`src/rtl/two_lane_queue_admission_assert.svh`:
```
// Assertion macros shared by the queue admission RTL.
// Each macro takes a label, the clock, the active-low reset, a condition
// and a consequence.
`ifndef TWO_LANE_QUEUE_ADMISSION_ASSERT_SVH
`define TWO_LANE_QUEUE_ADMISSION_ASSERT_SVH
`ifndef SYNTHESIS
// Same-cycle implication.
`define TLQA_ASSERT_IMPLIES(label, clk, rst_n, ante, cons) \
    label: assert property (@(posedge clk) disable iff (!(rst_n)) (ante) |-> (cons)) \
        else $error("tlqa: same-cycle check failed");
// Next-cycle implication.
`define TLQA_ASSERT_NEXT(label, clk, rst_n, ante, cons) \
    label: assert property (@(posedge clk) disable iff (!(rst_n)) (ante) |=> (cons)) \
        else $error("tlqa: next-cycle check failed");
`else
`define TLQA_ASSERT_IMPLIES(label, clk, rst_n, ante, cons)
`define TLQA_ASSERT_NEXT(label, clk, rst_n, ante, cons)
`endif
`endif

```
`src/rtl/tlqa_pkg.sv`:
```
`timescale 1ns / 1ps
package tlqa_pkg;

    // default geometry
    localparam int LANE_DEPTH_DEF = 64;
    localparam int SIZE_BITS_DEF  = 16;

    // fixed field widths
    localparam int MSG_W     = 16;
    localparam int BYTES_W   = 32;
    localparam int RATE_W    = 32;
    localparam int LIMIT_W   = 8;
    localparam int FRAC_W    = 16;
    localparam int FRAC1_W   = FRAC_W + 1;
    localparam int MUL_A_W   = 32;
    localparam int PROD_W    = MUL_A_W + FRAC1_W;
    localparam int RETRY_NUM_W = 26;
    localparam int DIV_NUM_W = RETRY_NUM_W + FRAC_W;
    localparam int DIV_DEN_W = RATE_W;

    localparam logic [FRAC1_W-1:0] Q16_ONE     = FRAC1_W'(65536);
    localparam logic [FRAC1_W-1:0] RETRY_SCALE = FRAC1_W'(1000);

    // configuration port
    localparam int CFG_IDX_W  = 3;
    localparam int CFG_DATA_W = 32;

    localparam logic [CFG_IDX_W-1:0] CFG_MESSAGE_LIMIT       = 3'd0;
    localparam logic [CFG_IDX_W-1:0] CFG_BYTE_LIMIT          = 3'd1;
    localparam logic [CFG_IDX_W-1:0] CFG_CONTROL_RESERVE     = 3'd2;
    localparam logic [CFG_IDX_W-1:0] CFG_UNRELIABLE_HEADROOM = 3'd3;
    localparam logic [CFG_IDX_W-1:0] CFG_DRAIN_ALPHA         = 3'd4;

    localparam logic [LIMIT_W-1:0] MESSAGE_LIMIT_RST       = 8'd64;
    localparam logic [BYTES_W-1:0] BYTE_LIMIT_RST          = 32'd1048576;
    localparam logic [LIMIT_W-1:0] CONTROL_RESERVE_RST     = 8'd8;
    localparam logic [FRAC_W-1:0]  UNRELIABLE_HEADROOM_RST = 16'd6554;
    localparam logic [FRAC_W-1:0]  DRAIN_ALPHA_RST         = 16'd13107;

    // command and lane codes
    localparam logic CMD_ENQ   = 1'b0;
    localparam logic CMD_DEQ   = 1'b1;
    localparam logic LANE_CTL  = 1'b0;
    localparam logic LANE_DATA = 1'b1;

    typedef struct packed {
        logic busy;
        logic done;
    } t_div_stat;

endpackage

```
`src/rtl/tlqa_div.sv`:
```
`timescale 1ns / 1ps
module tlqa_div
    import tlqa_pkg::*;
#(
    parameter int NUM_W = DIV_NUM_W,
    parameter int DEN_W = DIV_DEN_W
) (
    input  logic             i_clk,
    input  logic             i_rst_n,
    input  logic             i_start,
    input  logic [NUM_W-1:0] i_num,
    input  logic [DEN_W-1:0] i_den,
    output t_div_stat        o_stat,
    output logic [NUM_W-1:0] o_quo
);

    localparam int CNT_W = $clog2(NUM_W + 1);

    logic             r_busy;
    logic             r_done;
    logic [CNT_W-1:0] r_cnt;
    logic [NUM_W-1:0] r_num;
    logic [DEN_W-1:0] r_rem;
    logic [DEN_W-1:0] r_den;

    logic [DEN_W:0]   w_trial;
    logic             w_ge;
    logic [DEN_W-1:0] w_rem_next;

    // one restoring step: shift in the next dividend bit, subtract if it fits
    always_comb begin
        w_trial    = {r_rem, r_num[NUM_W-1]};
        w_ge       = (w_trial >= {1'b0, r_den});
        w_rem_next = w_ge ? DEN_W'(w_trial - {1'b0, r_den}) : DEN_W'(w_trial);
    end

    always_ff @(posedge i_clk) begin
        if (!i_rst_n) begin
            r_busy <= 1'b0;
            r_done <= 1'b0;
            r_cnt  <= '0;
        end else begin
            r_done <= 1'b0;
            if (i_start) begin
                r_busy <= 1'b1;
                r_cnt  <= CNT_W'(NUM_W);
            end else if (r_busy) begin
                r_cnt <= r_cnt - CNT_W'(1);
                if (r_cnt == CNT_W'(1)) begin
                    r_busy <= 1'b0;
                    r_done <= 1'b1;
                end
            end
        end
    end

    // dividend register fills with quotient bits as it shifts
    always_ff @(posedge i_clk) begin
        if (i_start) begin
            r_num <= i_num;
            r_rem <= '0;
            r_den <= i_den;
        end else if (r_busy) begin
            r_num <= {r_num[NUM_W-2:0], w_ge};
            r_rem <= w_rem_next;
        end
    end

    assign o_stat.busy = r_busy;
    assign o_stat.done = r_done;
    assign o_quo       = r_num;

endmodule

```
`config.mk`:
```
export PLATFORM = sky130hd
export DESIGN_NAME = tlqa_div
export DESIGN_NICKNAME = d
export VERILOG_FILES = /design/src/rtl/two_lane_queue_admission_assert.svh /design/src/rtl/tlqa_pkg.sv /design/src/rtl/tlqa_div.sv
export SDC_FILE = /design/constraint.sdc
export NUM_CORES = 1
export LEC_CHECK = 0
export ABC_AREA = 1
export BUFFER_PORTS_ARGS = -buffer_cell sky130_fd_sc_hd__buf_2
export CAP_MARGIN = 30
export CORE_MARGIN = 4
export CORE_UTILIZATION = 55
export CTS_BUF_LIST = sky130_fd_sc_hd__clkbuf_4 sky130_fd_sc_hd__clkbuf_8
export DETAILED_ROUTE_END_ITERATION = 8
export GPL_TIMING_DRIVEN = 0
export PLACE_DENSITY = 0.78
export SYNTH_ARGS = -nofsm -noshare
export SYNTH_HDL_FRONTEND = slang
export SYNTH_SLANG_ARGS = --single-unit
```
`constraint.sdc`:
```
create_clock -name i_clk -period 3.1 [get_ports i_clk]
set_clock_uncertainty 0.05 [all_clocks]
set_input_delay 0 -clock i_clk [delete_from_list [all_inputs] [get_ports i_clk]]
set_output_delay 0 -clock i_clk [all_outputs]
set_load 0.05 [all_outputs]
```
[Yosys cells after proc, flatten, opt, wreduce, memory -nomap -nowiden]
Cells that the tools add are included.
Operators by class
  add/sub/neg operators: 2
  bitwise logic cells: 2
  order comparisons: 1
  eq/ne operators: 1
  reductions and logical operators: 3
  mux-type cells: 9
Operators by type and width (number)
  42-bit 2-to-1 mux: 2
  33-bit by 32-bit greater-or-equal comparator with 1-bit output: 1
  32-bit 2-to-1 mux: 1
  32-bit subtractor: 1
  6-bit 2-to-1 mux: 2
  6-bit by 1-bit equality test with 1-bit output (second input constant): 1
  6-bit by 1-bit subtractor with 6-bit output (second input constant): 1
  1-bit 2-to-1 mux: 4
  3-bit OR reduction: 1
  1-bit NOT: 2
  2-bit nonzero test: 1
  2-bit OR reduction: 1
Storage, ports and cells
  input port bits: 77
  output and inout port bits: 44
  flip-flop bits (word level): 114
  logic and storage cells: 25

[Logic depth before layout (Yosys ltp)]
  depth after elaboration: 4
  gate-level depth with buffers: 17
  depth with buffers taken out: 16

[Least setup slack after synthesis]
Ideal clock, no wire load.
  kind: flip-flop to flip-flop
  from: register r_busy
  to: register r_num[0], in the netlist o_quo[0] (enable)
  period minus slack after synthesis: 2403 ps
  data arrival time: 1929 ps
  setup time: 424 ps
  path buffers: 1
  cell stages (with the launch flop): 4
  required time: 2626 ps
  slack: 697 ps
  path through: dfxtp_1 > nor2_1 > inv_1 > clkbuf_1
On the way
  word-level cells in the longest chain between the ends: 1
Ends and longest elaborated chain
  start, declared: line tlqa_div.sv:19  | logic r_busy;
  start signal, assigned: line tlqa_div.sv:39  | r_busy <= 1'b0;
  start signal, assigned: line tlqa_div.sv:45  | r_busy <= 1'b1;
  start signal, assigned: line tlqa_div.sv:50  | r_busy <= 1'b0;
  2-bit nonzero test (no line)
  end signal, assigned: line tlqa_div.sv:60  | r_num <= i_num;
  end signal, assigned: line tlqa_div.sv:64  | r_num <= {r_num[NUM_W-2:0], w_ge};
  end, declared: line tlqa_div.sv:22  | logic [NUM_W-1:0] r_num;
Every way passes these cells.
A chain may end at the register's enable or synchronous reset.

[Worst setup path after layout]
  from: register r_den[8]
  to: register r_rem[0]
On the way
  word-level cells in the longest chain between the ends: 2
Ends and longest elaborated chain
  start, declared: line tlqa_div.sv:24  | logic [DEN_W-1:0] r_den;
  start signal, assigned: line tlqa_div.sv:62  | r_den <= i_den;
  33-bit by 32-bit greater-or-equal comparator with 1-bit output: line tlqa_div.sv:33  | w_ge = (w_trial >= {1'b0, r_den});
  32-bit 2-to-1 mux: line tlqa_div.sv:34  | w_rem_next = w_ge ? DEN_W'(w_trial - {1'b0, r_den}) : DEN_W'(w_trial);
  end signal, assigned: line tlqa_div.sv:65  | r_rem <= w_rem_next;
  end, declared: line tlqa_div.sv:23  | logic [DEN_W-1:0] r_rem;
Every way passes these cells.

==> out/results.ini <==
[run_status]
status=complete, no violations

[clocking]
cts_root_buf=clkbuf_8
clockBufferDepth=2
cts_sinks=114
cts-buffers-inserted=17
holdBufCountCts=75
clkTransAtPathRegs_ps=90
clkLatencyLatePin_ps=470
cts_resized=0
htree_levels=4
post_cts_buffers=0
cts_tree=done

[timing]
max_slew_margin=0.471
finalSetupViolations=0
final.min_clock_period_ps=2460
fmax_ghz=0.407
drv_slew=0
worst-slew-pin-transition_ps=794
rsz0062_at_grt=false
fin_tns_setup_ps=0
period_share=0.792
hold_viol_final=0

[finish]
stdcell_count=1444
multiInputGateArea_sq_um=3470
seqCellArea_sq_um=3020
fillers=995
nets=1371
n_antenna_cell=0
syn_to_final_growth_pct=27.4
final_cell_mix=nand2_1, inv_1, buf_2, dlygate4sd3_1, edfxtp_1
drive_gt1_frac=0.153
final_common_cell=nand2_1

[setup_path]
regToRegStartpoint=r_den[8]
critPathMaxFanout=10
worstPathArrival_ps=2750
worst_setup_path_end_kind=flop
reg2reg_depth=15
reg2reg_slack_ps=640
crit_path_end=r_rem[0]
cp-startpoint=r_den[8]
r2r-end=r_rem[0]
path_class=reg2reg
worstPathRequired_ps=3400
cp-start-kind=flop

[yosys]
synth_area_leader_cell=edfxtp_1
synth_area_leaders=edfxtp_1, nand2_1, dfxtp_1
synth_cell_type_count=38
synth_area_per_cell_sq_um=7.04
synth_seq_area_share=0.412
synthesis.area_sq_um=7340
syn_inst=1044
yosys_warnings=0
synth_seq_cells=114
synth.top_cell.area_share=0.303
synthesis.nets=1156

[floorplan]
die_x_microns=124
initial_core_util=0.573
core_sq_um=12800
dieArea_sq_um=15300
die_y_microns=124
io_pins=121
rows=41

[place]
dp.cells=1337
dp_hpwl_mm=14.7
gp_congestion=0.933
portBuffers=120

[global_route]
grt_max_degree=39
grt_pass1_vias=7000
grt_use_total=0.296
grt_overflow=0
antenna_found_initial=0
grt_pass1_wl_mm=34.2

[power]
vdd_drop_max_uv=419
power.density_nw_per_um2=436
p_leak_uw=0.00503

[detailed_routing]
drt_iter0_drc=511
routed_wl_mm=21.7
via_per_inst=5.06
first_pass_iters=6
drc=0
post_drt_wl_per_cell_microns=15.0
antenna_left=0
routed-via-count=7309

[run]
maxCapViolCount=0

[worst_hold_path]
hold_class=in2reg

routing by layer:
metal	vias up	track usage	part of all wire
met3	67	0.0668	0.069
met4	0	0.138	0.040
met1	3298	0.354	0.41
met5	-	0	0
li1	3660	-	-
met2	284	0.505	0.49
worst max-delay path, stage by stage (launching register included):
cell and delay, ps:
edfxtp_1 380, inv_1 70, ha_1 260, nand2_1 150, inv_1 50, nand2_1 60, nand2_1 90, inv_1 80
nand3_2 160, nand2_1 140, nand2_2 90, nand2_4 140, buf_2 330, nand3_1 120, nand3_1 110, o21ai_1 60
synthesized netlist by cell type:
library cell,instances
buf_4,2
buf_12,1
a211oi_1,1
and2_1,4
nand3b_1,14
nor4_1,2
nor3_1,4
nor2_1,47
clkbuf_1,10
inv_1,185
xnor2_1,14
nand4_1,8
nand3_1,73
nor2_2,5
nor3b_1,2
a21oi_1,21
nor3_2,1
buf_2,8
a31oi_1,2
o21a_1,2
buf_1,2
nor2_4,2
buf_6,3
xor2_1,1
a21oi_2,1
inv_2,2
edfxtp_1,74
o21ai_0,5
nand2_2,5
nand3_2,8
nand2_1,444
o21bai_1,3
dfxtp_1,40
fa_1,1
ha_1,34
o21ai_1,10
a221oi_1,1
nand2_4,2
flip-flops by register name, summed over array words and instances, names as in the netlist:
name,cells
o_quo,42
r_den,32
r_rem,32
r_cnt,6
r_busy,1
r_done,1
per-stage QoR:
step,area [sq um],worst slack [ps],util,total power (uW),hold slack [ps]
3_3_place_gp,8160,-825,0.636,2470,126
3_5_place_dp,8180,562,0.638,2480,128
2_1_floorplan,7340,697,-,2280,48.9
5_1_grt,9360,443,0.730,4240,141
4_1_cts,9360,676,0.730,4050,130
6_report,9360,645,0.730,4080,104
kinds of logic (layout without fill, tap and decap cells):
kind of cell	after synthesis	count (layout)	share of synthesized area
fa+ha+maj	35	35	0.0606
buf+inv	213	441	0.117
xor+xnor	15	15	0.0179
simple gates	621	621	0.359
flops	114	114	0.412
compound gates	46	46	0.0348
layout make-up:
| cell class | count | area share |
|---|---|---|
| Tap cell | 172 | 0.0230 |
| Sequential cell | 114 | 0.323 |
| Multi-Input combinational cell | 717 | 0.370 |
| Inverter | 187 | 0.0750 |
| Clock buffer | 18 | 0.0265 |
| Clock inverter | 14 | 0.0190 |
| Timing Repair Buffer | 196 | 0.147 |
| Buffer | 26 | 0.0166 |
worst min-delay path by stage:
stage | start | to | slack [ps] | cells past startpoint
after detailed placement | i_den[31] | r_den[31] | 130 | 1
after CTS | i_start | r_den[8] | 130 | 1
after global routing | i_start | r_den[0] | 140 | 1
after global placement | i_den[12] | r_den[12] | 130 | 1
final | i_start | r_den[0] | 100 | 1
after floorplan | i_den[0] | r_den[0] | 50 | 0
power by group:
group / leakage [uW] / total (uW) / internal [uW] / switching, uW
Combinational: 0.00375 / 768 / 247 / 521
Sequential: 0.00107 / 1790 / 1740 / 55.1
Clock: 0.000214 / 1520 / 825 / 699
Total: 0.00503 / 4080 / 2810 / 1280
No activity file was read; power rests on OpenSTA's default activity.
