===== src/rtl/two_lane_queue_admission_assert.svh =====
// Assertion macros shared by the queue admission RTL.
// Each macro takes a label, the clock, the active-low reset, a condition
// and a consequence.
`ifndef TWO_LANE_QUEUE_ADMISSION_ASSERT_SVH
`define TWO_LANE_QUEUE_ADMISSION_ASSERT_SVH
`ifndef SYNTHESIS
// Same-cycle implication.
`define TLQA_ASSERT_IMPLIES(label, clk, rst_n, ante, cons) \
    label: assert property (@(posedge clk) disable iff (!(rst_n)) (ante) |-> (cons)) \
        else $error("tlqa: same-cycle check failed");
// Next-cycle implication.
`define TLQA_ASSERT_NEXT(label, clk, rst_n, ante, cons) \
    label: assert property (@(posedge clk) disable iff (!(rst_n)) (ante) |=> (cons)) \
        else $error("tlqa: next-cycle check failed");
`else
`define TLQA_ASSERT_IMPLIES(label, clk, rst_n, ante, cons)
`define TLQA_ASSERT_NEXT(label, clk, rst_n, ante, cons)
`endif
`endif


===== src/rtl/tlqa_ram.sv =====
`timescale 1ns / 1ps
module tlqa_ram #(
    parameter int WIDTH = 16,
    parameter int DEPTH = 64
) (
    input  logic                     i_clk,
    input  logic                     i_we,
    input  logic [$clog2(DEPTH)-1:0] i_waddr,
    input  logic [WIDTH-1:0]         i_wdata,
    input  logic [$clog2(DEPTH)-1:0] i_raddr,
    output logic [WIDTH-1:0]         o_rdata
);

    logic [WIDTH-1:0] r_mem [DEPTH];
    logic [WIDTH-1:0] r_rdata;

    always_ff @(posedge i_clk) begin
        if (i_we) begin
            r_mem[i_waddr] <= i_wdata;
        end
        r_rdata <= r_mem[i_raddr];
    end

    assign o_rdata = r_rdata;

endmodule


===== config.mk =====
export PLATFORM = sky130hd
export DESIGN_NAME = tlqa_ram
export DESIGN_NICKNAME = d
export VERILOG_FILES = /design/src/rtl/two_lane_queue_admission_assert.svh /design/src/rtl/tlqa_ram.sv
export SDC_FILE = /design/constraint.sdc
export NUM_CORES = 1
export LEC_CHECK = 0
export BUFFER_PORTS_ARGS = -buffer_cell sky130_fd_sc_hd__buf_2
export CAP_MARGIN = 30
export CORE_MARGIN = 1.5
export CORE_UTILIZATION = 40
export CTS_CLUSTER_DIAMETER = 100
export DETAILED_ROUTE_END_ITERATION = 6
export HOLD_SLACK_MARGIN = 0.12
export MAX_ROUTING_LAYER = met4
export PLACE_DENSITY = 0.65
export SETUP_SLACK_MARGIN = 0.05
export SYNTH_ARGS = -nofsm -noshare
export SYNTH_HDL_FRONTEND = slang
export SYNTH_SLANG_ARGS = --single-unit

===== constraint.sdc =====
create_clock -name i_clk -period 2.8 [get_ports i_clk]
set_clock_uncertainty 0.15 [all_clocks]
set_input_delay 0.28 -clock i_clk [delete_from_list [all_inputs] [get_ports i_clk]]
set_output_delay 0.28 -clock i_clk [all_outputs]
set_load 0.005 [all_outputs]

=== Word-level counts from Yosys, hierarchy flattened ===
Memory sizes are Yosys's and may differ from the RTL's. A register that Yosys moved wholly into a read port is not among the register bits.
Cells that the tools add are included.
Widths: inputs -> output; s select.

* Bits in writable memories: 1024
* Input bits: 30
* Register bits after elaboration: 0
* Memories: 1

* Mux-type cells: 2

{| class="wikitable"
|+ Memory list
! name !! depth !! bits a word !! read ports !! clocked after memory_dff !! write ports !! line !! text
|-
| r_mem || 64 || 16 || 1 || 1 || 1 || tlqa_ram.sv:14 || <nowiki>logic [WIDTH-1:0] r_mem [DEPTH];</nowiki>
|}

{| class="wikitable"
|+ Operator list
! kind !! number
|-
| $mux 1 || 2
|}

=== Depth between registers and ports, before layout ===
Gate-level depths: netlist of the first run.

* Word-level depth: 2
* Gate-level depth with buffers: 10
* Mapped depth without buffers: 5

=== Worst setup path before layout of the first run ===
Ideal clock, no wire load.

* Path type: input -> register
* From: in i_waddr[3]
* To: mem r_mem[48][0] (enable)
* Path buffers: 1
* Stages on the path: 4
* Arrival time: 1.906 ns
* Setup time: 0.409 ns
* Setup slack: 0.335 ns
* Required time: 2.241 ns
* Path through: clkbuf_1 > nor2b_1 > nand4b_1 > nor3_1

{| class="wikitable"
|+ RTL lines
! element !! line !! text
|-
| from (decl) || tlqa_ram.sv:8 || <nowiki>input logic [$clog2(DEPTH)-1:0] i_waddr,</nowiki>
|-
| to (decl) || tlqa_ram.sv:14 ||
|}

No word-level cell before the write port.

==> flow_summary.ini, run 1 <==
[place]
gp_congestion = 0.8555
hpwl_mm = 59.60
io_buffers = 45

[timing]
setup_tns_ns = 0
fin_crit_sh_pct = 84.71
rsz0062_at_grt = false
period_minus_slack_ns = 2.372
setup_viol = 0
hold_viol = 0
drv_slew = 0
timing.slew.headroom_pct = 32.74
tightest_slew_ns = 1.009
fmax_ghz = 0.4216

[drt]
drtAntennaViolNets = 0
dr_total_vias = 19660
first_iter_violations = 2466
drtPass1Iterations = 5
drt_wl_total_mm = 95.76
viasPerCell = 5.684
wl_per_cell_um = 27.68
drc = 0

[critical_path]
critPathCaptureType = register
crit_arrival_ns = 2.75
crit_type = in2reg
cp-start-kind = input port
cp_max_fo = 13
cp.required_ns = 3.18

[yosys]
synthTopCellsByCount = edfxtp_1 (1024), mux4_2 (220), mux2i_1 (85)
ys_seq_elements = 1040
synthesis.nets = 1859
yosysMostFrequentCell = edfxtp_1
ys_top_cells_by_area = edfxtp_1 (77%), mux4_2 (12%), mux2i_1 (2.1%), dfxtp_1 (0.80%), mux2_2 (0.76%)
synth.avg_cell_area_um2 = 21.89
yosysUniqueCellTypes = 43
ys_seq_area_share_pct = 77.59
synth_top_cell_by_area = edfxtp_1
syn_area_um2 = 40040
synth_edf_count = 1024
ys_warn_count = 0
async_reset_ff_share_pct = 0
ys.flop_type = edfxtp_1
syn_inst = 1829
synth_top_area_share_pct = 76.79

[grt]
antenna_found_initial = 7
globalRoute.totalOverflow = 0
grt_max_degree = 65
track_usage_pct = 19.39
grt_pass1_wl_mm = 139.4
grt_pass1_vias = 19720

[clock_tree]
clockRootBuffer = clkbuf_16
cts_resized = 0
cts.path.max_buffers = 3
cts.reportedPaths.clkPinSlew_ns = 0.06
cts_hold_buf = 9
cts_tree = built
numClockSinks = 1040
cts_max_level = 3
cts_setup_buffers = 0
clock_latency_ns = 0.68
cts_made_buffers = 101

[layout]
final_nets = 2113
drive_gt1_share_pct = 29.70
synthToLayoutAreaGrowth_pct = 15.76

[floorplanning]
die_h_um = 319.4
die-area_um2 = 102000
core_um2 = 98850
die_w_um = 319.4
ioPinCount = 46
start_util_pct = 40.51
row_count = 115

[pwr]
total_power_mw = 32.45
peakVddDrop_mv = 0.5251
p_per_area_nw_per_um2 = 700.1
leakagePower_nw = 14.87

[run_status]
status = complete, no violations

[job]
maxCapViolations = 0

[hold_path]
min_path_type = in2reg
[report_power, final]
| part | internal, mW | switching, mW |
|---|---|---|
| sequential | 17.2 | 0.0640 |
| combinational | 0.681 | 1.03 |
| clock | 7.78 | 5.66 |
| total | 25.7 | 6.75 |
[cell type report]
cell class	count	area [um2]
Fill cell	8027	52500
Multi-Input combinational cell	685	8249
Tap cell	1287	1610
Sequential cell	1040	31070
Timing Repair Buffer	255	2132
Clock buffer	133	2730
Clock inverter	55	550.5
Antenna cell	4	10.01
[critical path: stages]
cell           delay (ns)
dlygate4sd3_1        0.53
buf_2                0.34
buf_4                0.25
nor2b_1              0.48
a22oi_1              0.36
a31oi_1              0.27
buf_4                0.17
a311oi_1             0.06
[state kept, by name, indices dropped and copies added, names as in the netlist]
register	flops
r_mem	1024
o_rdata	16
[stage by stage]
stage	setup slack (ns)	hold WS [ns]	area [um2]	instances	util (%)
floorplan	0.3352	0.2289	40040	1829	-
global placement	-0.05425	0.5106	42950	3256	43.45
detailed placement	-0.06254	0.5142	42970	3258	43.47
CTS	0.5043	0.1283	46340	3455	46.88
global route	0.3242	0.1776	46350	3458	46.89
finish	0.4281	0.1506	46350	3459	46.89
[logic make-up after synthesis]
| kind of cell | share of synthesized area [%] |
|---|---|
| compound gates | 2.409 |
| buf+inv | 1.831 |
| flops | 77.59 |
| mux | 15.52 |
| simple gates | 2.647 |
[layer usage]
layer	vias to the layer above	global-route usage, %	routed length, um
met5	-	-	0
met4	0	5.090	2203
met3	136	3.226	7964
met2	903	30.04	46520
met1	10420	26.80	39070
li1	8199	-	-
[path summary, 6_finish.rpt]
path                 startpoint  slack [ns]  depth (start not counted)      endpoint
setup / recovery     i_raddr[4]        0.43                          8   o_rdata[15]
hold reg to reg    r_mem[39][2]        0.75                          4    o_rdata[2]
hold / removal       i_wdata[4]        0.15                          1  r_mem[58][4]
setup reg to reg  r_mem[19][15]        0.61                          7   o_rdata[15]
[cell usage in the layout (no fill, tap or decap), types with 8 or more instances in the layout]
| master | n |
|---|---|
| mux2i_1 | 85 |
| mux2_2 | 27 |
| buf_2 | 42 |
| a211o_1 | 8 |
| clkbuf_16 | 103 |
| nand4_1 | 12 |
| clkbuf_1 | 26 |
| nand2_1 | 59 |
| a221oi_1 | 16 |
| dlygate4sd3_1 | 9 |
| buf_12 | 22 |
| nor2b_1 | 30 |
| edfxtp_1 | 1024 |
| clkinv_2 | 14 |
| buf_4 | 177 |
| nor2_1 | 72 |
| a21oi_1 | 17 |
| clkinv_1 | 20 |
| dfxtp_1 | 16 |
| mux4_2 | 220 |
| a211oi_1 | 8 |
| a311oi_1 | 8 |
| bufinv_16 | 10 |
| a22oi_1 | 39 |
| nand3_1 | 24 |
| a31oi_1 | 8 |
(Power assumes the default switching activity.)
==> run 2, diff against run 1 <==
==> constraint.sdc (replaced) <==
create_clock -name i_clk -period 2.35 [get_ports i_clk]
set_clock_uncertainty 0.15 [all_clocks]
set_input_delay 0.235 -clock i_clk [delete_from_list [all_inputs] [get_ports i_clk]]
set_output_delay 0.235 -clock i_clk [all_outputs]
set_load 0.005 [all_outputs]
==> run 2 against run 1 <==
  * Non-clock buffer count is 55 higher
  * Cell count is 1.6% higher
  * Core utilization is 0.77 points higher
  * Largest cell class unchanged
  * Hold slack worse by 0.028 ns
  * First-iteration DRC count is 1.5% lower
  * Cell area is 1.6% higher
  * Wire length hardly changed
  * Power is 19% higher
==> flow_summary.ini, run 2 (same netlist as run 1, synthesis figures left out) <==
[pwr]
peakVddDrop_mv = 0.6018
p_per_area_nw_per_um2 = 822.5
leakagePower_nw = 15.23
total_power_mw = 38.75

[place]
gp_congestion = 0.8993
place_inst = 3301
placed_area_um2 = 43560
io_buffers = 45
place_worst_setup_slack_ns = -0.5508
hpwl_mm = 61.30

[timing]
period_minus_slack_ns = 2.249
rsz0062_at_grt = false
setup_viol = 0
setup_tns_ns = 0
fin_crit_sh_pct = 95.70
tightest_slew_ns = 0.8932
setup_slack_ns = 0.1012
fmax_ghz = 0.4447
hold_viol = 0
worst_hold_slack_ns = 0.1226
timing.slew.headroom_pct = 40.24
drv_slew = 0

[hold_path]
min_path_cells = 2
hold_start = i_wdata[6]
min_path_type = in2reg
whs_endpoint = r_mem[20][6]

[clock_tree]
clock_latency_ns = 0.68
cts_max_level = 3
cts.path.max_buffers = 3
numClockSinks = 1040
cts_made_buffers = 102
cts.reportedPaths.clkPinSlew_ns = 0.06
cts_tree = built
clockRootBuffer = clkbuf_16

[grt]
globalRoute.totalOverflow = 0
grt_max_degree = 65
grt_pass1_wl_mm = 138.7
antenna_found_initial = 6
track_usage_pct = 19.31
grt_pass1_vias = 20110

[critical_path]
cp.required_ns = 2.59
cp-start-kind = input port
cp_top_family = buffers and inverters
r2r-start = r_mem[61][3]
max_stage_delay_ns = 0.58
worstReg2RegEnd = o_rdata[3]
crit_type = in2reg
crit_arrival_ns = 2.49
critPathCaptureType = register
reg2reg_slack_ns = 0.14
cp_max_fo = 10
cpMostUsedCell = dlygate4sd3_1
slowest_stage = dlygate4sd3_1
crit_buf_inv = 5
crit_chain = dlygate4sd3_1 -> buf_2 -> nand2b_1 -> dlygate4sd3_1 -> nor2_2 -> dlygate4sd3_1 -> buf_4
reg2reg_depth = 5

[layout]
area.sequential_um2 = 31070
final_cell_mix = edfxtp_1 (1024), mux4_2 (220), buf_4 (200), clkbuf_16 (102), mux2i_1 (84)
final_cells = 3514
nFillCells = 7897
layout_commonest_cell = edfxtp_1
multiInputGateArea_um2 = 8285
regMostFlops = r_mem
synthToLayoutAreaGrowth_pct = 17.66
final_util_pct = 47.66
final_nets = 2169
drive_gt1_share_pct = 31.12
largest_reg_flops = 1024
final_area_um2 = 47110

[drt]
first_iter_violations = 2429
drtAntennaViolNets = 0
viasPerCell = 5.630
drtPass1Iterations = 7
drc = 0
drt_wl_total_mm = 95.69
wl_per_cell_um = 27.23
dr_total_vias = 19790

[floorplanning]
core_um2 = 98850
die_w_um = 319.4
ioPinCount = 46
row_count = 115
die_h_um = 319.4
die-area_um2 = 102000
start_util_pct = 40.51

[job]
maxCapViolations = 0

[run_status]
status = complete, no violations
[run 2: cell count changes in the layout (fill, tap and decap cells not counted), moves of 2 or more]
| cell | previous run | this run |
|---|---|---|
| clkbuf_1 | 26 | 24 |
| clkinvlp_4 | 5 | 2 |
| clkinv_1 | 20 | 22 |
| clkbuf_8 | 5 | 8 |
| buf_4 | 177 | 200 |
| buf_12 | 22 | 44 |
| dlygate4sd3_1 | 9 | 21 |
[run 2: area by class of cell]
type,count,share of cell area [%]
diodes,3,0.01593
clock buffers,133,5.813
clock inverters,56,1.174
multi-input cells,685,17.59
flip-flops and latches,1040,65.95
well taps,1287,3.418
repair buffers,310,6.047
[run 2: per-layer routing]
layer | GRT usage [%] | part of all wire [%] | vias up | routed length [um]
met4 | 5.492 | 2.6 | 0 | 2484
met3 | 3.690 | 7.7 | 146 | 7398
met5 | - | 0 | - | 0
met1 | 25.91 | 41 | 10520 | 39560
li1 | - | - | 8327 | -
met2 | 30.19 | 48 | 793 | 46250
[run 2: how the worst max path moves through the flow]
stage                       start      endpoint  slack, ns  cells after the start
floorplan              i_waddr[5]  r_mem[39][0]      0.007                      4
CTS                 r_mem[23][15]   o_rdata[15]       0.07                      7
detailed placement     i_raddr[2]    o_rdata[3]      -0.55                      7
finish                 i_waddr[2]  r_mem[53][8]       0.10                      7
global placement       i_raddr[0]    o_rdata[3]      -0.58                      8
global route           i_waddr[2]  r_mem[53][7]       0.06                      7
[run 2: repair_timing]
item                                    4_1_cts  5_1_grt
pin swaps                                     0        1
hold buffers                                 21        0
resized for setup                             4        5
hold endpoints to repair                    572        0
endpoints found under the setup margin        2        4
setup buffers                                 0        0
[run 2: power by group]
group	total (mW)	internal (mW)	switching, mW
sequential	20.6	20.5	0.0887
combinational	2.15	0.900	1.25
clock	16.0	9.21	6.77
